## src/rtl/itp_pkg.sv

```systemverilog
// Shared types, codes and precedence functions of the infix-to-postfix converter.
package itp_pkg;

    localparam int VAL_BITS = 64;

    typedef logic [2:0] t_code;
    typedef logic [2:0] t_action;
    typedef logic [1:0] t_kind;

    localparam t_action ACT_OPERAND  = 3'd0;
    localparam t_action ACT_OPERATOR = 3'd1;
    localparam t_action ACT_LPAREN   = 3'd2;
    localparam t_action ACT_RPAREN   = 3'd3;
    localparam t_action ACT_END      = 3'd4;

    localparam t_code OP_PLUS    = 3'd0;
    localparam t_code OP_MINUS   = 3'd1;
    localparam t_code OP_TIMES   = 3'd2;
    localparam t_code OP_DIVIDE  = 3'd3;
    localparam t_code OP_POWER   = 3'd4;
    localparam t_code OP_MODULO  = 3'd5;
    localparam t_code OP_FACT    = 3'd6;
    localparam t_code CODE_LPAREN = 3'd7;

    localparam t_kind KIND_OPERAND  = 2'd0;
    localparam t_kind KIND_OPERATOR = 2'd1;
    localparam t_kind KIND_ERROR    = 2'd2;
    localparam t_kind KIND_DONE     = 2'd3;

    typedef enum logic [2:0] {
        S_IDLE,
        S_DECODE,
        S_RD,
        S_EVAL,
        S_PUSH,
        S_DONE
    } t_state;

    // stack write port
    typedef struct packed {
        logic  en;
        t_code data;
    } t_stk_wr;

    // smaller number binds tighter
    function automatic logic [2:0] prec_of(input t_code code);
        logic [2:0] p;
        case (code)
            OP_FACT:                       p = 3'd2;
            OP_POWER:                      p = 3'd3;
            OP_TIMES, OP_DIVIDE, OP_MODULO: p = 3'd4;
            OP_PLUS, OP_MINUS:             p = 3'd5;
            default:                       p = 3'd1;
        endcase
        return p;
    endfunction

    // '%' and '!' are right-associative
    function automatic logic left_assoc(input t_code code);
        return (code <= OP_POWER);
    endfunction

endpackage

```

## src/rtl/itp_in_if.sv

```systemverilog
// Token input channel: valid/ready handshake with one token word.
interface itp_in_if import itp_pkg::*; ();
    logic                valid;
    logic                ready;
    logic [2:0]          action;
    logic [2:0]          op_code;
    logic [VAL_BITS-1:0] operand_value;

    modport source (output valid, action, op_code, operand_value, input ready);
    modport sink   (input valid, action, op_code, operand_value, output ready);
endinterface

// Result output channel: valid/ready handshake with one postfix word.
interface itp_out_if import itp_pkg::*; ();
    logic                valid;
    logic                ready;
    logic [1:0]          kind;
    logic [2:0]          out_op_code;
    logic [VAL_BITS-1:0] out_value;
    logic                last;

    modport source (output valid, kind, out_op_code, out_value, last, input ready);
    modport sink   (input valid, kind, out_op_code, out_value, last, output ready);
endinterface

```

## src/rtl/itp_stack.sv

```systemverilog
// Operator stack memory: one write port, one registered read port.
module itp_stack import itp_pkg::*; #(
    parameter int DEPTH = 16,
    parameter int AW    = 4
) (
    input  logic          i_clk,
    input  t_stk_wr       i_wr,
    input  logic [AW-1:0] i_wr_addr,
    input  logic          i_rd_en,
    input  logic [AW-1:0] i_rd_addr,
    output t_code         o_rd_data
);

    t_code r_mem [DEPTH];
    t_code r_rd_data;

    always_ff @(posedge i_clk) begin
        if (i_wr.en) begin
            r_mem[i_wr_addr] <= i_wr.data;
        end
    end

    always_ff @(posedge i_clk) begin
        if (i_rd_en) begin
            r_rd_data <= r_mem[i_rd_addr];
        end
    end

    assign o_rd_data = r_rd_data;

endmodule

```

## src/rtl/itp_prec_cmp.sv

```systemverilog
// Precedence/associativity compare: decides whether the stack top pops.
module itp_prec_cmp import itp_pkg::*; (
    input  t_code i_in_code,
    input  t_code i_top_code,
    output logic  o_pop
);

    logic [2:0] w_p_in;
    logic [2:0] w_p_top;

    assign w_p_in  = prec_of(i_in_code);
    assign w_p_top = prec_of(i_top_code);

    assign o_pop = (i_top_code != CODE_LPAREN) &&
                   (left_assoc(i_in_code) ? (w_p_in >= w_p_top) : (w_p_in > w_p_top));

endmodule

```

## src/rtl/infix_to_postfix_converter_core.sv

```systemverilog
// Top level of the shunting-yard infix-to-postfix converter.
//
// Usage:
//   i_tok carries one token word per handshake (action, op_code, operand_value).
//   o_res carries postfix words (kind, out_op_code, out_value, last); the final
//   word caused by a token has last set. Tokens that cause nothing (ignored
//   actions, anything but end while an error is pending) produce no word.
// Sequencing: operands, ignored tokens, decode errors and an end with nothing
//   to flush finish in decode; a left paren or a push onto an empty stack
//   adds a push step; operators, right parens and an end with no paren open
//   examine stack entries in turn, each with a registered stack read and a
//   pass through the one shared compare unit. A word reaches o_res in the
//   cycle after it is made.
// Output: one result register. A new token is taken while the last word of
//   the previous one still waits there; a stalled receiver only holds the
//   sequencer when it has another word to hand over.
// Reset: stack count, open-paren count, error flag and handshake state clear.
//   The stack memory itself is not cleared; entries above the count are
//   never read.
module infix_to_postfix_converter_core import itp_pkg::*; #(
    parameter int STACK_DEPTH = 16,
    parameter int VALUE_WIDTH = 64
) (
    input  logic      i_clk,
    input  logic      i_rst_n,
    itp_in_if.sink    i_tok,
    itp_out_if.source o_res
);

    localparam int AW = (STACK_DEPTH > 1) ? $clog2(STACK_DEPTH) : 1;
    localparam int CW = $clog2(STACK_DEPTH + 1);

    // sequencer and token latch
    t_state                 r_state, n_state;
    t_action                r_action, n_action;
    t_code                  r_code, n_code;
    logic [VALUE_WIDTH-1:0] r_value, n_value;

    // stack bookkeeping; r_parens counts left parens on the stack
    logic [CW-1:0]          r_count, n_count;
    logic [CW-1:0]          r_parens, n_parens;
    logic                   r_error, n_error;

    // popped operator held back until we know whether it is the last word
    logic                   r_pend_valid, n_pend_valid;
    t_code                  r_pend_op, n_pend_op;

    // output register
    logic                   r_out_valid, n_out_valid;
    t_kind                  r_out_kind, n_out_kind;
    t_code                  r_out_op, n_out_op;
    logic [VALUE_WIDTH-1:0] r_out_value, n_out_value;
    logic                   r_out_last, n_out_last;

    // emit request from the output logic
    logic                   w_emit;
    t_kind                  w_e_kind;
    t_code                  w_e_op;
    logic [VALUE_WIDTH-1:0] w_e_value;
    logic                   w_e_last;
    logic                   w_slot_free;
    logic                   w_stall;
    logic                   w_accept;

    // stack port and compare unit
    t_stk_wr                w_wr;
    logic [AW-1:0]          w_wr_addr;
    logic                   w_rd_en;
    logic [AW-1:0]          w_rd_addr;
    t_code                  w_top;
    logic                   w_pop;
    t_code                  w_push_code;
    logic [CW-1:0]          w_count_m1;

    itp_stack #(
        .DEPTH (STACK_DEPTH),
        .AW    (AW)
    ) u_stack (
        .i_clk     (i_clk),
        .i_wr      (w_wr),
        .i_wr_addr (w_wr_addr),
        .i_rd_en   (w_rd_en),
        .i_rd_addr (w_rd_addr),
        .o_rd_data (w_top)
    );

    itp_prec_cmp u_cmp (
        .i_in_code  (r_code),
        .i_top_code (w_top),
        .o_pop      (w_pop)
    );

    assign w_accept    = i_tok.valid && i_tok.ready;
    assign w_slot_free = !r_out_valid || o_res.ready;
    assign w_stall     = w_emit && !w_slot_free;
    assign w_count_m1  = r_count - CW'(1);
    assign w_push_code = (r_action == ACT_LPAREN) ? CODE_LPAREN : r_code;

    assign i_tok.ready       = (r_state == S_IDLE);
    assign o_res.valid       = r_out_valid;
    assign o_res.kind        = r_out_kind;
    assign o_res.out_op_code = r_out_op;
    assign o_res.out_value   = VAL_BITS'(r_out_value);
    assign o_res.last        = r_out_last;

    // next state
    always_comb begin
        n_state = r_state;
        case (r_state)
            S_IDLE: begin
                if (w_accept) begin
                    n_state = S_DECODE;
                end
            end
            S_DECODE: begin
                if (!w_stall) begin
                    if (r_action == ACT_END) begin
                        if (r_error || r_count == '0) begin
                            n_state = S_IDLE;
                        end else if (r_parens != '0) begin
                            n_state = S_DONE;
                        end else begin
                            n_state = S_RD;
                        end
                    end else if (r_error || r_action > ACT_END) begin
                        n_state = S_IDLE;
                    end else if (r_action == ACT_OPERATOR) begin
                        if (r_code == CODE_LPAREN) begin
                            n_state = S_IDLE;
                        end else if (r_count == '0) begin
                            n_state = S_PUSH;
                        end else begin
                            n_state = S_RD;
                        end
                    end else if (r_action == ACT_LPAREN) begin
                        n_state = S_PUSH;
                    end else if (r_action == ACT_RPAREN) begin
                        n_state = (r_parens == '0) ? S_IDLE : S_RD;
                    end else begin
                        n_state = S_IDLE;
                    end
                end
            end
            S_RD: begin
                n_state = S_EVAL;
            end
            S_EVAL: begin
                if (!w_stall) begin
                    case (r_action)
                        ACT_OPERATOR: begin
                            if (w_pop && r_count != CW'(1)) begin
                                n_state = S_RD;
                            end else begin
                                n_state = S_PUSH;
                            end
                        end
                        ACT_RPAREN: begin
                            n_state = (w_top == CODE_LPAREN) ? S_IDLE : S_RD;
                        end
                        ACT_END: begin
                            n_state = (r_count == CW'(1)) ? S_DONE : S_RD;
                        end
                        default: begin
                            n_state = S_IDLE;
                        end
                    endcase
                end
            end
            S_PUSH: begin
                if (!w_stall) begin
                    n_state = S_IDLE;
                end
            end
            S_DONE: begin
                if (!w_stall && !r_pend_valid) begin
                    n_state = S_IDLE;
                end
            end
            default: begin
                n_state = S_IDLE;
            end
        endcase
    end

    // datapath, stack port and emit requests
    always_comb begin
        n_action     = r_action;
        n_code       = r_code;
        n_value      = r_value;
        n_count      = r_count;
        n_parens     = r_parens;
        n_error      = r_error;
        n_pend_valid = r_pend_valid;
        n_pend_op    = r_pend_op;
        n_out_valid  = r_out_valid && !o_res.ready;
        n_out_kind   = r_out_kind;
        n_out_op     = r_out_op;
        n_out_value  = r_out_value;
        n_out_last   = r_out_last;
        w_emit       = 1'b0;
        w_e_kind     = KIND_OPERATOR;
        w_e_op       = r_pend_op;
        w_e_value    = '0;
        w_e_last     = 1'b0;
        w_wr         = '{en: 1'b0, data: w_push_code};
        w_wr_addr    = r_count[AW-1:0];
        w_rd_en      = 1'b0;
        w_rd_addr    = w_count_m1[AW-1:0];

        case (r_state)
            S_IDLE: begin
                if (w_accept) begin
                    n_action = i_tok.action;
                    n_code   = i_tok.op_code;
                    n_value  = i_tok.operand_value[VALUE_WIDTH-1:0];
                end
            end
            S_DECODE: begin
                if (r_action == ACT_END) begin
                    if (r_error || r_count == '0) begin
                        w_emit   = 1'b1;
                        w_e_kind = KIND_DONE;
                        w_e_op   = '0;
                        w_e_last = 1'b1;
                        if (w_slot_free) begin
                            n_count  = '0;
                            n_parens = '0;
                            n_error  = 1'b0;
                        end
                    end else if (r_parens != '0) begin
                        // unmatched left paren: error, then done from S_DONE
                        w_emit   = 1'b1;
                        w_e_kind = KIND_ERROR;
                        w_e_op   = '0;
                    end
                end else if (!r_error && r_action == ACT_OPERAND) begin
                    w_emit    = 1'b1;
                    w_e_kind  = KIND_OPERAND;
                    w_e_op    = '0;
                    w_e_value = r_value;
                    w_e_last  = 1'b1;
                end else if (!r_error && ((r_action == ACT_OPERATOR && r_code == CODE_LPAREN)
                                       || (r_action == ACT_RPAREN && r_parens == '0))) begin
                    w_emit   = 1'b1;
                    w_e_kind = KIND_ERROR;
                    w_e_op   = '0;
                    w_e_last = 1'b1;
                    if (w_slot_free) begin
                        n_error = 1'b1;
                    end
                end
            end
            S_RD: begin
                w_rd_en = 1'b1;
            end
            S_EVAL: begin
                if (r_action == ACT_RPAREN && w_top == CODE_LPAREN) begin
                    // matching paren: drop it, the held operator is the last word
                    w_emit   = r_pend_valid;
                    w_e_last = 1'b1;
                    if (w_slot_free || !r_pend_valid) begin
                        n_count      = w_count_m1;
                        n_parens     = r_parens - CW'(1);
                        n_pend_valid = 1'b0;
                    end
                end else if (r_action != ACT_OPERATOR || w_pop) begin
                    w_emit = r_pend_valid;
                    if (w_slot_free || !r_pend_valid) begin
                        n_count      = w_count_m1;
                        n_pend_valid = 1'b1;
                        n_pend_op    = w_top;
                    end
                end
            end
            S_PUSH: begin
                if (r_pend_valid) begin
                    // something was popped, so the push fits
                    w_emit   = 1'b1;
                    w_e_last = 1'b1;
                    if (w_slot_free) begin
                        w_wr.en      = 1'b1;
                        n_count      = r_count + CW'(1);
                        n_pend_valid = 1'b0;
                    end
                end else if (r_count >= CW'(STACK_DEPTH)) begin
                    w_emit   = 1'b1;
                    w_e_kind = KIND_ERROR;
                    w_e_op   = '0;
                    w_e_last = 1'b1;
                    if (w_slot_free) begin
                        n_error = 1'b1;
                    end
                end else begin
                    w_wr.en = 1'b1;
                    n_count = r_count + CW'(1);
                    if (r_action == ACT_LPAREN) begin
                        n_parens = r_parens + CW'(1);
                    end
                end
            end
            S_DONE: begin
                w_emit = 1'b1;
                if (r_pend_valid) begin
                    if (w_slot_free) begin
                        n_pend_valid = 1'b0;
                    end
                end else begin
                    w_e_kind = KIND_DONE;
                    w_e_op   = '0;
                    w_e_last = 1'b1;
                    if (w_slot_free) begin
                        n_count  = '0;
                        n_parens = '0;
                        n_error  = 1'b0;
                    end
                end
            end
            default: begin
            end
        endcase

        if (w_emit && w_slot_free) begin
            n_out_valid = 1'b1;
            n_out_kind  = w_e_kind;
            n_out_op    = w_e_op;
            n_out_value = w_e_value;
            n_out_last  = w_e_last;
        end
    end

    always_ff @(posedge i_clk) begin
        if (!i_rst_n) begin
            r_state      <= S_IDLE;
            r_count      <= '0;
            r_parens     <= '0;
            r_error      <= 1'b0;
            r_pend_valid <= 1'b0;
            r_out_valid  <= 1'b0;
        end else begin
            r_state      <= n_state;
            r_count      <= n_count;
            r_parens     <= n_parens;
            r_error      <= n_error;
            r_pend_valid <= n_pend_valid;
            r_out_valid  <= n_out_valid;
        end
    end

    always_ff @(posedge i_clk) begin
        r_action    <= n_action;
        r_code      <= n_code;
        r_value     <= n_value;
        r_pend_op   <= n_pend_op;
        r_out_kind  <= n_out_kind;
        r_out_op    <= n_out_op;
        r_out_value <= n_out_value;
        r_out_last  <= n_out_last;
    end

`ifndef ASSERT_OFF
    a_parens_le_count: assert property (@(posedge i_clk) disable iff (!i_rst_n)
        r_parens <= r_count)
        else $error("open-paren count exceeds stack count");

    a_count_le_depth: assert property (@(posedge i_clk) disable iff (!i_rst_n)
        r_count <= CW'(STACK_DEPTH))
        else $error("stack count beyond depth");

    a_pend_drained: assert property (@(posedge i_clk) disable iff (!i_rst_n)
        r_pend_valid |-> (r_state != S_IDLE && r_state != S_DECODE))
        else $error("held operator left behind at end of token");

    a_eval_after_read: assert property (@(posedge i_clk) disable iff (!i_rst_n)
        (r_state == S_EVAL) |-> ($past(r_state) == S_RD || $past(r_state) == S_EVAL))
        else $error("stack top compared without a read");

    a_no_emit_when_full: assert property (@(posedge i_clk) disable iff (!i_rst_n)
        (r_out_valid && !o_res.ready) |=> $stable(r_out_kind) && $stable(r_out_last))
        else $error("pending result word overwritten");
`endif

endmodule

```

## src/flat_wrapper.sv

```systemverilog
// flat-port wrapper written by rule: the top's interface ports become plain ports
module infix_to_postfix_converter_core_flat import itp_pkg::*;
#(
    parameter int STACK_DEPTH = 16,
    parameter int VALUE_WIDTH = 64
)
  (i_clk, i_rst_n, i_tok_valid, i_tok_action, i_tok_op_code, i_tok_operand_value, i_tok_ready, o_res_valid, o_res_kind, o_res_out_op_code, o_res_out_value, o_res_last, o_res_ready);
  itp_in_if i_tok_i ();
  itp_out_if o_res_i ();
  input  logic i_clk;
  input  logic i_rst_n;
  input wire logic [$bits(i_tok_i.valid)-1:0] i_tok_valid;
  input wire logic [$bits(i_tok_i.action)-1:0] i_tok_action;
  input wire logic [$bits(i_tok_i.op_code)-1:0] i_tok_op_code;
  input wire logic [$bits(i_tok_i.operand_value)-1:0] i_tok_operand_value;
  output wire logic [$bits(i_tok_i.ready)-1:0] i_tok_ready;
  output wire logic [$bits(o_res_i.valid)-1:0] o_res_valid;
  output wire logic [$bits(o_res_i.kind)-1:0] o_res_kind;
  output wire logic [$bits(o_res_i.out_op_code)-1:0] o_res_out_op_code;
  output wire logic [$bits(o_res_i.out_value)-1:0] o_res_out_value;
  output wire logic [$bits(o_res_i.last)-1:0] o_res_last;
  input wire logic [$bits(o_res_i.ready)-1:0] o_res_ready;
  assign i_tok_i.valid = i_tok_valid;
  assign i_tok_i.action = i_tok_action;
  assign i_tok_i.op_code = i_tok_op_code;
  assign i_tok_i.operand_value = i_tok_operand_value;
  assign i_tok_ready = i_tok_i.ready;
  assign o_res_valid = o_res_i.valid;
  assign o_res_kind = o_res_i.kind;
  assign o_res_out_op_code = o_res_i.out_op_code;
  assign o_res_out_value = o_res_i.out_value;
  assign o_res_last = o_res_i.last;
  assign o_res_i.ready = o_res_ready;
  infix_to_postfix_converter_core #(.STACK_DEPTH(STACK_DEPTH), .VALUE_WIDTH(VALUE_WIDTH)) u_core (.i_clk(i_clk), .i_rst_n(i_rst_n), .i_tok(i_tok_i), .o_res(o_res_i));
endmodule
```

## config.mk

```make
export PLATFORM = sky130hd
export DESIGN_NAME = infix_to_postfix_converter_core_flat
export DESIGN_NICKNAME = d
export VERILOG_FILES = /design/src/rtl/itp_pkg.sv /design/src/rtl/itp_in_if.sv /design/src/rtl/itp_stack.sv /design/src/rtl/itp_prec_cmp.sv /design/src/rtl/infix_to_postfix_converter_core.sv /design/src/flat_wrapper.sv
export SDC_FILE = /design/constraint.sdc
export NUM_CORES = 1
export LEC_CHECK = 0
export BUFFER_PORTS_ARGS = -buffer_cell sky130_fd_sc_hd__buf_2
export CORE_ASPECT_RATIO = 0.5
export CORE_MARGIN = 3
export CORE_UTILIZATION = 45
export DETAILED_ROUTE_END_ITERATION = 10
export MAX_ROUTING_LAYER = met4
export PLACE_DENSITY = 0.73
export SYNTH_ARGS = -nofsm -noshare
export SYNTH_HDL_FRONTEND = slang
export SYNTH_HIERARCHICAL = 1
export SYNTH_SLANG_ARGS = --single-unit
```

## constraint.sdc

```tcl
create_clock -name i_clk -period 9.65 [get_ports i_clk]
set_input_delay 0.4825 -clock i_clk [delete_from_list [all_inputs] [get_ports i_clk]]
set_output_delay 0.4825 -clock i_clk [all_outputs]
set_load 0.05 [all_outputs]
```

; After elaboration in Yosys (flattened, before gate mapping)
; Memories as Yosys holds them, arrays and structs flattened. A register that Yosys moved wholly into a read port is not among the register bits.
; Cells that the tools add are included.
[word_totals]
ram_bits = 48
output_inout_bits = 72
wordCells = 224
n_memories = 1
reg_bits = 159
[mem_list]
columns = memory, depth, width, rd, rd_ports_with_merged_regs, wr, line_no
row1 = u_core.u_stack.r_mem, 16, 3, 1, 1, 1, itp_stack.sv:14  ; t_code r_mem [DEPTH];
[classes]
eq_ne = 47
muxes = 103
bitwise = 3
reduce_logical = 47
add_sub_neg = 4
magnitude_cmp = 5
[ops]
columns = op, n
row1 = 5-bit 2-to-1 mux, 19
row2 = 3-bit 2-to-1 mux, 25
row3 = 5-bit one-hot mux with 4 select lines, 2
row4 = 1-bit 2-to-1 mux, 37
row5 = "3-bit equality test, second input constant", 11
row6 = "3-bit by 2-bit equality test with 1-bit output, second input constant", 8
row7 = 3-bit one-hot mux with 4 select lines, 2
row8 = 2-bit 2-to-1 mux, 10
row9 = 3-bit one-hot mux with 3 select lines, 2
row10 = 3-bit one-hot mux with 6 select lines, 1
row11 = "2-bit by 1-bit != test with 1-bit output, second input constant", 7
row12 = "2-bit != test, second input constant", 7
row13 = 7-bit AND reduction, 2
row14 = "3-bit by 1-bit equality test with 1-bit output, second input constant", 4
row15 = 1-bit logical AND, 12
row16 = 3-bit zero test, 4
row17 = "5-bit by 1-bit adder with 5-bit output, second input constant", 2
row18 = 5-bit zero test, 2
row19 = "5-bit by 1-bit subtractor with 5-bit output, second input constant", 2
row20 = "3-bit by 1-bit != test with 1-bit output, second input constant", 3
row21 = "3-bit != test, second input constant", 3
row22 = 9-bit AND reduction, 1
row23 = 3-bit OR reduction, 3
row24 = 1-bit one-hot mux with 4 select lines, 2
row25 = 23 further kinds, 38

; Longest topological paths before layout
; Gate-level depths: netlist (run 1).
[depth]
ltp_word = 15
depth_mapped = 12
ltp_nobuf = 12

; Hierarchy
; The synthesis (run 1) kept the hierarchy.
[modules_own_cells]
columns = module, area_per_inst_um2, instances, cells_per_inst, seq_area_each_um2
row1 = infix_to_postfix_converter_core, 6459.9, 1, 460, 4614.4
row2 = itp_stack, 2042.0, 1, 103, 1531.5
row3 = itp_prec_cmp, 137.6, 1, 19, 0.0

; Least setup slack after synthesis (run 1)
; Ideal clock, no wire load.
[synth_path]
path_kind = register to register
start = register u_core.r_code[0]
end = register u_core.r_out_kind[0] (netlist: u_core/o_res.kind[0]), enable pin
n_path_buf = 0
setup_slack_ns = 4.537
path_stages_with_launch = 12
t_arrival_ns = 4.614
period_less_slack_ns = 5.113
path_cell_list = edfxtp_1 > nand2_1 > xnor2_1 > ha_1 > and4_1 > o21ai_2 > o221a_2 > or4b_4 > nand3_1 > nand2_1 > a21oi_1 > nor2_1
[synth_between]
elab_chain_cells = 11
word_cells_on_any_way = 27
cone_classes = order compare (3) / eq/ne (7) / mux (8) / reduce/logical (9)
[synth_rtl]
columns = element, line_no
row1 = "start, declared", infix_to_postfix_converter_core.sv:36  ; t_code r_code, n_code;
row2 = "start signal, assigned", infix_to_postfix_converter_core.sv:351  ; r_code <= n_code;
row3 = "3-bit by 2-bit equality test with 1-bit output, or another cell as far along", itp_pkg.sv:48  ; case (code)
row4 = 3-bit OR reduction / 2-bit OR reduction (equally long branches), itp_pkg.sv:48
row5 = 3-bit one-hot mux with 4 select lines, itp_pkg.sv:48
row6 = 3-bit greater-than comparator / 3-bit greater-or-equal comparator (equally long branches), itp_prec_cmp.sv:15  ; (left_assoc(i_in_code) ? (w_p_in >= w_p_top) : (w_p_in > w_p_top));
row7 = 1-bit 2-to-1 mux *, itp_prec_cmp.sv:15
row8 = 1-bit logical AND *, itp_prec_cmp.sv:14  ; assign o_pop = (i_top_code != CODE_LPAREN) &&
row9 = named net u_core.w_pop, infix_to_postfix_converter_core.sv:71  ; logic w_pop;
row10 = 1-bit logical OR *, infix_to_postfix_converter_core.sv:266  ; end else if (r_action != ACT_OPERATOR || w_pop) begin
row11 = 1-bit 2-to-1 mux *, infix_to_postfix_converter_core.sv:266
row12 = 1-bit 2-to-1 mux *, infix_to_postfix_converter_core.sv:257  ; if (r_action == ACT_RPAREN && w_top == CODE_LPAREN) begin
row13 = 1-bit one-hot mux with 4 select lines *, infix_to_postfix_converter_core.sv:210  ; case (r_state)
row14 = 1-bit logical AND *, infix_to_postfix_converter_core.sv:322  ; if (w_emit && w_slot_free) begin
row15 = "end signal, assigned", infix_to_postfix_converter_core.sv:354  ; r_out_kind <= n_out_kind;
row16 = "end, declared", infix_to_postfix_converter_core.sv:50  ; t_kind r_out_kind, n_out_kind;
; The timed path passes the listed nets; every way through them passes the cells marked *.
; A chain may end at the register's enable or synchronous reset.

; Final worst setup path (run 1)
[layout_path]
start = register u_core.r_count[0]
end = register u_core.r_out_value[16] (netlist: u_core/o_res.out_value[16]), enable pin
[layout_between]
elab_chain_cells = 6
word_cells_on_any_way = 9
cone_classes = order compare (1) / mux (5) / reduce/logical (3)
[layout_rtl]
columns = element, line_no
row1 = "start, declared", infix_to_postfix_converter_core.sv:40  ; logic [CW-1:0] r_count, n_count;
row2 = "start signal, assigned", infix_to_postfix_converter_core.sv:341  ; r_count <= n_count;
row3 = branches (longest 4 deep; another with 5-bit greater-or-equal comparator), --
row4 = 1-bit one-hot mux with 4 select lines *, infix_to_postfix_converter_core.sv:210
row5 = 1-bit logical AND *, infix_to_postfix_converter_core.sv:322
row6 = "end signal, assigned", infix_to_postfix_converter_core.sv:356  ; r_out_value <= n_out_value;
row7 = "end, declared", infix_to_postfix_converter_core.sv:52  ; logic [VALUE_WIDTH-1:0] r_out_value, n_out_value;
; Mark *: on every way between the ends.

==> results by group, run 1 <==
Floorplanning
  – Die area: 21000 um^2
  – Core area: 18610 um^2
  – Die Height: roughly 100 um
  – DIE WIDTH: 202.0 um
  – Num rows: 35
  – Starting density of the core: ~46%
  – Num ports: 146

Synthesis
  – Ys Warns: 6
  – Syn nets: 666
  – Syn Std Cell Area: 8640 um^2
  – Yosys reg bits: 210
  – Most used DFF post-synth: edfxtp_1
  – Post-synth cell types: 64
  – Most area-hungry cell type in the Yosys netlist: edfxtp_1
  – Top cell type's share of synthesized area: 67.43%
  – Post-Syn Area per Cell: 14.84 um^2
  – Syn Inst Count: 582
  – Ys async rst share: 0%
  – Largest cells by area after synthesis: edfxtp_1, and3_1, dfxtp_1, mux4_1, a21oi_1
  – Number of flops mapped to enable cells by yosys: 194
  – Post-synthesis sequential area ratio: a little under three quarters

Global routing
  – Total GRT Usage: 17.37%
  – Initial antenna violation count: 1
  – First-pass GRT wire length: 28430 um
  – Largest net degree at the start of global routing: 71
  – Congestion Overflow GR: 0
  – Vias in the first global route: between 5000 and 6000

Critical path
  – Slowest cell on the critical path: buf_4
  – Crit-path max FO: 46
  – Startpoint types: register
  – CP arrival: 3.86 ns
  – Crit path depth: 9
  – CP Buf/Inv Count: 2
  – Crit. End Element: register
  – CP max stage delay: 0.59 ns
  – Cells along the critical path: inv_1 > ha_1 > nor4b_4 > or3_4 > nor2_4 > nor2_1 > a21oi_1 > nor2_4 > buf_4
  – Crit Path Category: reg2reg
  – Top cell family by delay on the critical path: simple AND/OR/NAND/NOR gates
  – R2R depth: 9
  – Critical Path RT: 9.77 ns
  – Most common cell on crit path: nor2_4

Placement
  – GPL Wtd Cong: roughly 0.92
  – Post-detail-place hpwl: around 12000 um
  – I/O Buffers: 145

Layout
  – Filler cells: 1492
  – Nets@finish: 801
  – Area growth syn-to-layout: 17.71%
  – Share of cells above drive strength 1: roughly 28%

STA
  – Final hold vios: 0
  – Final setup TNS: 0 ns
  – Final min period: 3.730 ns
  – Clk_skew: 0.005975 ns
  – Fmax achieved: 268.1 MHz
  – Slew Limit Fails: 0
  – RSZ-0062 raised after global routing: false
  – Tcrit/Tclk final: 38.66%
  – Rel. slew slack: approximately two fifths
  – Hold slack: about 0.16 ns
  – Slew of the pin with the lowest slew margin: 0.9117 ns
  – Setup violators final: 0

Route
  – Via count: between 5000 and 6000
  – Final ANT Viol Nets: 0
  – Total routed wirelength: 17680 um
  – Post-route DRC violation count: 0
  – Vias per inst: 5.362
  – DR pass1 iterations: 5
  – Iter 0 DRT Violations: 364
  – Routed wire length per instance: 17.86 um

Clock tree
  – H-tree depth: 1
  – Num CTS Buffers: 19
  – Clock latency at the later pin of the worst-skew pair: 0.49 ns
  – Setup Fix Bufs, Post-CTS: 0
  – Hold buffers post-CTS: 0
  – CTS-repair resized insts: 0
  – Clock slew at reported path FFs: 0.07 ns
  – CTS sink count: 210
  – Worst-case clock buffer depth: 3
  – CTS tree: built
  – Clk root buf: clkbuf_16

Pwr
  – Peak supply drop: 79.15 uV
  – PwrDens: 220.8 nW/um^2
  – Lkg Pwr: 3.977 nW

Outcome
  – Status: finished, final reports clean

Run
  – Max Cap Violations: 0

Min path
  – HP Class: in2reg
  – WHS Path Cells: 1
## synth_stat cells (all sizes together) (2+ instances only)
cell type / n
nand3b: 4
a21o: 2
nor3: 12
inv: 14
a211oi: 8
and2: 6
o32ai: 4
and3: 67
xor2: 4
nand3: 15
a22oi: 4
nand2: 30
or3b: 3
a31oi: 2
xnor2: 3
nor2: 32
nor4b: 2
o21ai: 13
dfxtp: 16
nand2b: 6
nor2b: 9
edfxtp: 194
o31ai: 3
or2: 3
buf: 12
clkbuf: 23
ha: 9
nor3b: 6
o22ai: 3
a21boi: 2
a311oi: 2
a21oi: 29
o221ai: 2
mux4: 12
o211ai: 2
or3: 7
nor4: 4
## power breakdown
group | switching [mW] | internal, mW
registers | 0.0329 | 1.09
logic | 0.284 | 0.101
clock network | 0.317 | 0.419
## kinds of logic (layout without fill, tap and decap cells)
family	Yosys count	after routing	share of synthesized area, %
flops	210	210	71.14
other cells	0	1	0
simple gates	211	211	13.98
mux	14	14	3.722
xor+xnor	7	7	0.7096
fa+ha+maj	10	10	1.535
compound gates	81	81	6.242
buf+inv	49	197	2.679
## layout make-up
cell class / instances / area, um^2 / share of cell area [%]
repair buffers: 149 / 755.7 / 7.431
multi-input cells: 323 / 2282 / 22.44
clock buffers: 21 / 483.0 / 4.749
inverters: 14 / 52.55 / 0.5167
flip-flops and latches: 210 / 6146 / 60.43
clock inverters: 13 / 123.9 / 1.218
well taps: 259 / 324.1 / 3.187
diodes: 1 / 2.502 / 0.02461
## per-layer routing
layer / vias up / routed length (um) / global-route usage, %
met4: 0 / 597 / 6.415
met5: - / 0 / -
met3: 53 / 993 / 3.188
li1: 2504 / - / -
met1: 2564 / 7706 / 22.78
met2: 187 / 8386 / 27.43
## sequential cells by signal (all words and copies together) (netlist names), 5 cells and up, named ones only
signal	count
u_core/u_stack/r_mem	48
u_core/r_value	64
u_core/o_res.out_value	64
u_core/r_count	5
u_core/r_parens	5
## worst paths after layout
check	start	to	slack (ns)
worst max-delay path	u_core/r_count[0]	u_core/o_res.out_value[16]	5.92
worst min-delay path	i_tok_operand_value[34]	u_core/r_value[34]	0.16
worst max register to register	u_core/r_count[0]	u_core/o_res.out_value[16]	5.92
worst min register to register	u_core/u_stack/o_rd_data[1]	u_core/r_pend_op[1]	0.48
## metrics by stage
| stage | cells | worst slack, ns | instance area (um^2) | util (%) | power, mW |
|---|---|---|---|---|---|
| after floorplan | 582 | 4.537 | 8640 | - | 1.430 |
| after global placement | 955 | 6.032 | 9560 | 51.37 | 1.521 |
| after detailed placement | 955 | 5.922 | 9560 | 51.37 | 1.530 |
| after CTS | 989 | 5.889 | 10170 | 54.63 | 2.269 |
| after global routing | 990 | 5.601 | 10170 | 54.64 | 2.348 |
| final | 990 | 5.920 | 10170 | 54.64 | 2.246 |
## worst reg2reg max path, stage by stage, from the launching register on
cell and delay [ns]:
dfxtp_1 0.44, inv_1 0.54, ha_1 0.32, nor4b_4 0.40
or3_4 0.24, nor2_4 0.04, nor2_1 0.08, a21oi_1 0.13
nor2_4 0.55, buf_4 0.60
## cell usage in the layout (no fill, tap or decap), types with 5 or more instances in the layout
cell type and n:
nand2_1 30, dfxtp_1 16, a21oi_1 29, clkbuf_16 19
nor3b_1 5, o21ai_0 10, mux4_1 8, buf_2 145
nor2b_1 9, or3_1 6, and2_1 5, and3_1 67
nor2_1 30, edfxtp_1 194, nand3_1 13, nand2b_1 6
ha_1 9, inv_1 13, nor3_1 12, a211oi_1 7
(Power assumes the default switching activity.)
==> inputs of run 2 (changes only) <==
PLACE_DENSITY = 0.76   (was 0.73)
clock period = 3.4 ns   (was 9.65 ns; I/O delays follow)
==> results by group, run 2 (synthesis results as in run 1) <==
Floorplanning
  – DIE WIDTH: 202.0 um (unchanged)
  – Die area: 21000 um^2 (unchanged)
  – Core area: 18610 um^2 (unchanged)
  – Starting density of the core: 46.42% (unchanged)
  – Num rows: 35 (unchanged)
  – Die Height: 104.0 um (unchanged)
  – Num ports: 146 (unchanged)

Layout
  – FF+latch area: 6146 um^2 (unchanged)
  – Most frequent cells in the layout: edfxtp_1, buf_2, dlygate4sd3_1
  – Area growth syn-to-layout: 27.49%
  – Final core utilization: 59.18% (+4.5 points)
  – Filler cells: 1373 (-8.0%)
  – Share of cells above drive strength 1: 26.11% (-1.8 points)
  – Commonest non-fill, non-tap cell in the layout: edfxtp_1
  – Nets@finish: 878 (+9.6%)
  – Area of the multi-input gates: 2282 um^2 (unchanged)
  – Final instance area: 11010 um^2 (+8.3%)

STA
  – Fmax achieved: 320.5 MHz (+20%)
  – Final setup TNS: 0 ns (unchanged)
  – Clk_skew: 0.01149 ns (+0.005512 ns)
  – Final hold vios: 0 (unchanged)
  – Tcrit/Tclk final: 91.77% (+53 points)
  – RSZ-0062 raised after global routing: false
  – Rel. slew slack: 51.95% (+13 points)
  – Slew Limit Fails: 0 (unchanged)
  – Final min period: 3.120 ns (-0.6101 ns)
  – Slew of the pin with the lowest slew margin: 0.7208 ns (-0.1909 ns)
  – Setup violators final: 0 (unchanged)

Clock tree
  – Clock latency at the later pin of the worst-skew pair: 0.49 ns (about the same)
  – Clock slew at reported path FFs: 0.07 ns (about the same)
  – CTS-repair resized insts: 0 (unchanged)
  – Num CTS Buffers: 20 (+1)
  – Worst-case clock buffer depth: 3 (unchanged)
  – CTS sink count: 210 (unchanged)
  – CTS tree: built
  – H-tree depth: 1 (unchanged)
  – Clk root buf: clkbuf_16

Route
  – DR pass1 iterations: 5 (unchanged)
  – Total routed wirelength: 18770 um (+6.2%)
  – Post-route DRC violation count: 0 (unchanged)
  – Via count: 5716 (+7.7%)
  – Routed wire length per instance: 17.58 um (-1.6%)
  – Vias per inst: 5.352 (-0.18%)
  – Iter 0 DRT Violations: 546 (+50%)
  – Final ANT Viol Nets: 0 (unchanged)

Placement
  – Post-detail-place hpwl: 11960 um (-0.43%)
  – GPL Wtd Cong: 0.8901 (-3.1%)
  – I/O Buffers: 145 (unchanged)
  – Placed cell area: 9630 um^2 (+0.73%)

Min path
  – HP Class: in2reg
  – Worst Min Path Start: i_rst_n

Critical path
  – Crit-path max FO: 67 (+46%)
  – Critical Path RT: 3.59 ns (-6.18 ns)
  – CP arrival: 3.31 ns (-0.55 ns)
  – Crit Path Category: reg2reg
  – Reg2reg start: u_core/u_stack/o_rd_data[2]
  – R2R setup slack: 0.28 ns (-5.64 ns)
  – Crit. End Element: register
  – Startpoint types: register
  – Critical path startpoint: u_core/u_stack/o_rd_data[2]

Global routing
  – First-pass GRT wire length: 29520 um (+3.8%)
  – Congestion Overflow GR: 0 (unchanged)
  – Total GRT Usage: 18.10% (+0.73 points)
  – Largest net degree at the start of global routing: 69 (-2.8%)
  – Initial antenna violation count: 1 (unchanged)
  – Vias in the first global route: 5533 (+6.6%)

Pwr
  – PwrDens: 606.4 nW/um^2 (+170%)
  – Peak supply drop: 297.0 uV (+280%)
  – Lkg Pwr: 4.347 nW (+9.3%)
  – Power, Total: 6.679 mW (+200%)

Run
  – Max Cap Violations: 0 (unchanged)

Outcome
  – Status: finished, final reports clean
==> run 2: where the power goes <==
group / switching (mW) / leakage, nW / internal (mW)
Clock: 0.916 / 0.335 / 1.39
Combinational: 0.833 / 2.05 / 0.360
Sequential: 0.0852 / 1.96 / 3.10
==> run 2: worst paths after layout <==
kind | cells past startpoint | end
worst max-delay path | 12 | u_core/o_res.out_value[61]
worst min-delay path | 3 | u_core/r_state[2]
worst max register to register | 12 | u_core/o_res.out_value[61]
worst min register to register | 2 | u_core/r_parens[2]
==> run 2: what timing repair did <==
item / in CTS / in global routing
hold buffers: 70 / 0
buffers inserted: 0 / 0
endpoints found under the hold margin: 70 / 0
==> run 2: layout make-up <==
| class | instances | area share (%) |
|---|---|---|
| Timing Repair Buffer | 225 | 13.86 |
| Multi-Input combinational cell | 323 | 20.72 |
| Clock buffer | 28 | 5.101 |
| Tap cell | 259 | 2.942 |
| Clock inverter | 8 | 1.079 |
| Inverter | 14 | 0.4771 |
| Antenna cell | 1 | 0.02272 |
| Sequential cell | 210 | 55.80 |
==> run 2: routing by layer <==
layer / share of wire [%] / global-route usage (%) / wire, um / up-vias
met3: 5.9 / 3.439 / 1115 / 44
met5: 0 / - / 0 / -
met2: 51 / 30.68 / 9503 / 190
met1: 41 / 22.44 / 7660 / 2814
met4: 2.6 / 5.271 / 493 / 0
li1: - / - / - / 2668
==> run 2: per-stage QoR <==
stage,setup WS [ns],std cells,hold slack [ns]
final,0.2798,1068,0.02999
after global routing,0.1806,1068,0.02612
after CTS,0.3419,1067,0.01586
after detailed placement,0.3613,961,0.3482
after global placement,0.4510,961,0.3470
after floorplan,0.1270,582,0.2689
==> run 2: worst max-delay path: stages, from the launching register on <==
cell and delay, ns:
edfxtp_1 0.45, nand2_1 0.14, xnor2_1 0.14, ha_1 0.27, nor2_1 0.12, a21oi_1 0.07, o221a_2 0.28, or4b_4 0.52
nand3_1 0.11, nand2_1 0.08, a21oi_1 0.28, nor2_4 0.09, buf_12 0.22
==> inputs of run 3 (changes only) <==
CELL_PAD_IN_SITES_DETAIL_PLACEMENT = 0   (was unset)
CELL_PAD_IN_SITES_GLOBAL_PLACEMENT = 1   (was unset)
CORE_UTILIZATION = 42   (was 45)
PLACE_DENSITY = 0.83   (was 0.76)
==> results by group, run 3 (synthesis results as in run 1) <==
Floorplanning
  – DIE WIDTH: 208.8 um (+3.4%)
  – Starting density of the core: 43.59% (-2.8 points)
  – Die area: 22430 um^2 (+6.8%)
  – Num rows: 36 (+2.9%)
  – Core area: 19820 um^2 (+6.5%)
  – Die Height: 107.4 um (+3.3%)
  – Num ports: 146 (unchanged)

STA
  – Tcrit/Tclk final: 92.07% (+0.31 points)
  – Final hold vios: 0 (unchanged)
  – Setup violators final: 0 (unchanged)
  – RSZ-0062 raised after global routing: false
  – Fmax achieved: 319.4 MHz (-0.33%)
  – Final min period: 3.131 ns (+0.01039 ns)
  – Clk_skew: 0.02107 ns (+0.009588 ns)
  – Rel. slew slack: 47.06% (-4.9 points)
  – Slew Limit Fails: 0 (unchanged)
  – Final setup TNS: 0 ns (unchanged)
  – Slew of the pin with the lowest slew margin: 0.7941 ns (+0.07331 ns)

Layout
  – Commonest non-fill, non-tap cell in the layout: edfxtp_1
  – Area growth syn-to-layout: 26.82%
  – Share of cells above drive strength 1: 26.21% (+0.091 points)
  – Finished Layout Cells: 1076 (+0.75%)
  – Most frequent cells in the layout: edfxtp_1, buf_2, dlygate4sd3_1
  – Filler cells: 1565 (+14%)
  – Nets@finish: 881 (+0.34%)

Placement
  – I/O Buffers: 145 (unchanged)
  – Post-Place Cells: 972 (+1.1%)
  – GPL Wtd Cong: 0.8855 (-0.52%)
  – Post-detail-place hpwl: 12640 um (+5.6%)

Critical path
  – CP arrival: 3.36 ns (+0.05 ns)
  – Startpoint types: register
  – Critical Path RT: 3.63 ns (+0.04 ns)
  – Cells along the critical path: nand2_1 > xnor2_1 > ha_1 > nor2_1 > a21oi_1 > o221a_2 > or4b_4 > nand3_1 > nand2_1 > a21oi_1 > nor2_4 > buf_12
  – R2R setup slack: 0.27 ns (about the same)
  – Crit-path max FO: 34 (-49%)
  – Crit Path Category: reg2reg
  – Crit. End Element: register
  – CP max stage delay: 0.51 ns (about the same)
  – Slowest cell on the critical path: or4b_4

Route
  – Via count: 5644 (-1.3%)
  – Total routed wirelength: 19180 um (+2.2%)
  – Final ANT Viol Nets: 0 (unchanged)
  – Post-route DRC violation count: 0 (unchanged)
  – Routed wire length per instance: 17.83 um (+1.4%)
  – Iter 0 DRT Violations: 473 (-13%)
  – Vias per inst: 5.245 (-2.0%)
  – DR pass1 iterations: 5 (unchanged)

Global routing
  – First-pass GRT wire length: 30150 um (+2.1%)
  – Vias in the first global route: 5579 (+0.83%)
  – Congestion Overflow GR: 0 (unchanged)
  – Total GRT Usage: 17.16% (-0.95 points)
  – Largest net degree at the start of global routing: 66 (-4.3%)
  – Initial antenna violation count: 1 (unchanged)

Clock tree
  – Clk root buf: clkbuf_16
  – CTS-repair resized insts: 0 (unchanged)
  – H-tree depth: 1 (unchanged)
  – Clock latency at the later pin of the worst-skew pair: 0.49 ns (about the same)
  – Setup Fix Bufs, Post-CTS: 0 (unchanged)
  – CTS sink count: 210 (unchanged)
  – CTS tree: built
  – Num CTS Buffers: 19 (-5.0%)
  – Hold buffers post-CTS: 70 (unchanged)
  – Clock slew at reported path FFs: 0.07 ns (about the same)
  – Worst-case clock buffer depth: 3 (unchanged)

Pwr
  – Lkg Pwr: 4.312 nW (-0.81%)
  – Clock share of power: 31.4% (-3.1 points)
  – Peak supply drop: 264.1 uV (-11%)
  – Power, Total: 6.422 mW (-3.9%)
  – Logic gate share of total power: 19.1% (+1.2 points)
  – Flop pwr share: 49.5% (+1.8 points)
  – P_int: 4.585 mW (-5.4%)
  – Fraction of power spent switching nets: 28.60% (+1.1 points)
  – PwrDens: 586.1 nW/um^2 (-3.3%)
  – P_sw: 1.837 mW (+0.15%)

Run
  – Max Cap Violations: 0 (unchanged)

Outcome
  – Status: finished, final reports clean

Min path
  – HP Class: in2reg
-- run 3: cell count changes in the layout (fill, tap and decap cells not counted), moves of 2 or more --
| cell | previous run | this run |
|---|---|---|
| clkbuf_16 | 21 | 19 |
| clkinvlp_4 | 0 | 2 |
| buf_4 | 8 | 11 |
| bufinv_16 | 3 | 1 |
-- run 3: layer usage --
layer | vias to the layer above | share of wire, % | track usage, % | wire, um
met4 | 0 | 3.4 | 5.394 | 653
met1 | 2739 | 43 | 22.50 | 8215
met3 | 46 | 5.4 | 2.591 | 1032
met2 | 188 | 48 | 28.08 | 9279
li1 | 2671 | - | - | -
met5 | - | 0 | - | 0
-- run 3: critical path, delay by kind of cell, from the launching register on --
kind / cells / cell delay (ns)
xor+xnor: 1 / 0.15
buf+inv: 1 / 0.22
fa+ha+maj: 1 / 0.31
flops: 1 / 0.44
compound gates: 3 / 0.62
simple gates: 6 / 1.13
-- run 3: final timing paths --
path                                              endpoint  cells after the start                        start
worst max-delay path            u_core/o_res.out_value[16]                     12             u_core/r_code[0]
worst min-delay path                     u_core/r_count[4]                      3                      i_rst_n
worst max register to register  u_core/o_res.out_value[16]                     12             u_core/r_code[0]
worst min register to register         u_core/r_pend_op[1]                      0  u_core/u_stack/o_rd_data[1]
-- run 3: layout make-up --
cell class / instances / area (um^2) / area share, %
inverters: 14 / 52.55 / 0.4796
clock buffers: 24 / 494.2 / 4.511
repair buffers: 229 / 1569 / 14.32
clock inverters: 9 / 77.57 / 0.7080
flip-flops and latches: 210 / 6146 / 56.09
multi-input cells: 323 / 2282 / 20.83
diodes: 1 / 2.502 / 0.02284
well taps: 266 / 332.8 / 3.038
-- run 3: metrics by stage --
stage / setup WS [ns] / cell area, um^2 / hold slack [ns] / utilization (%)
2_1_floorplan: 0.1270 / 8648 / 0.2689 / -
3_3_place_gp: 0.3723 / 9682 / 0.3468 / 48.85
3_5_place_dp: 0.2886 / 9682 / 0.3481 / 48.85
4_1_cts: 0.2800 / 10950 / 0.02768 / 55.27
5_1_grt: 0.02040 / 10960 / 0.05834 / 55.28
6_report: 0.2695 / 10960 / 0.04675 / 55.28
-- run 3: power by group through the flow --
stage          logic, mW  clock network [mW]  registers, mW
2_1_floorplan      0.559                   0           3.49
3_3_place_gp        1.15                   0           3.22
3_5_place_dp        1.16                   0           3.23
4_1_cts             1.23                2.06           3.18
5_1_grt             1.32                2.16           3.20
6_report            1.22                2.02           3.18
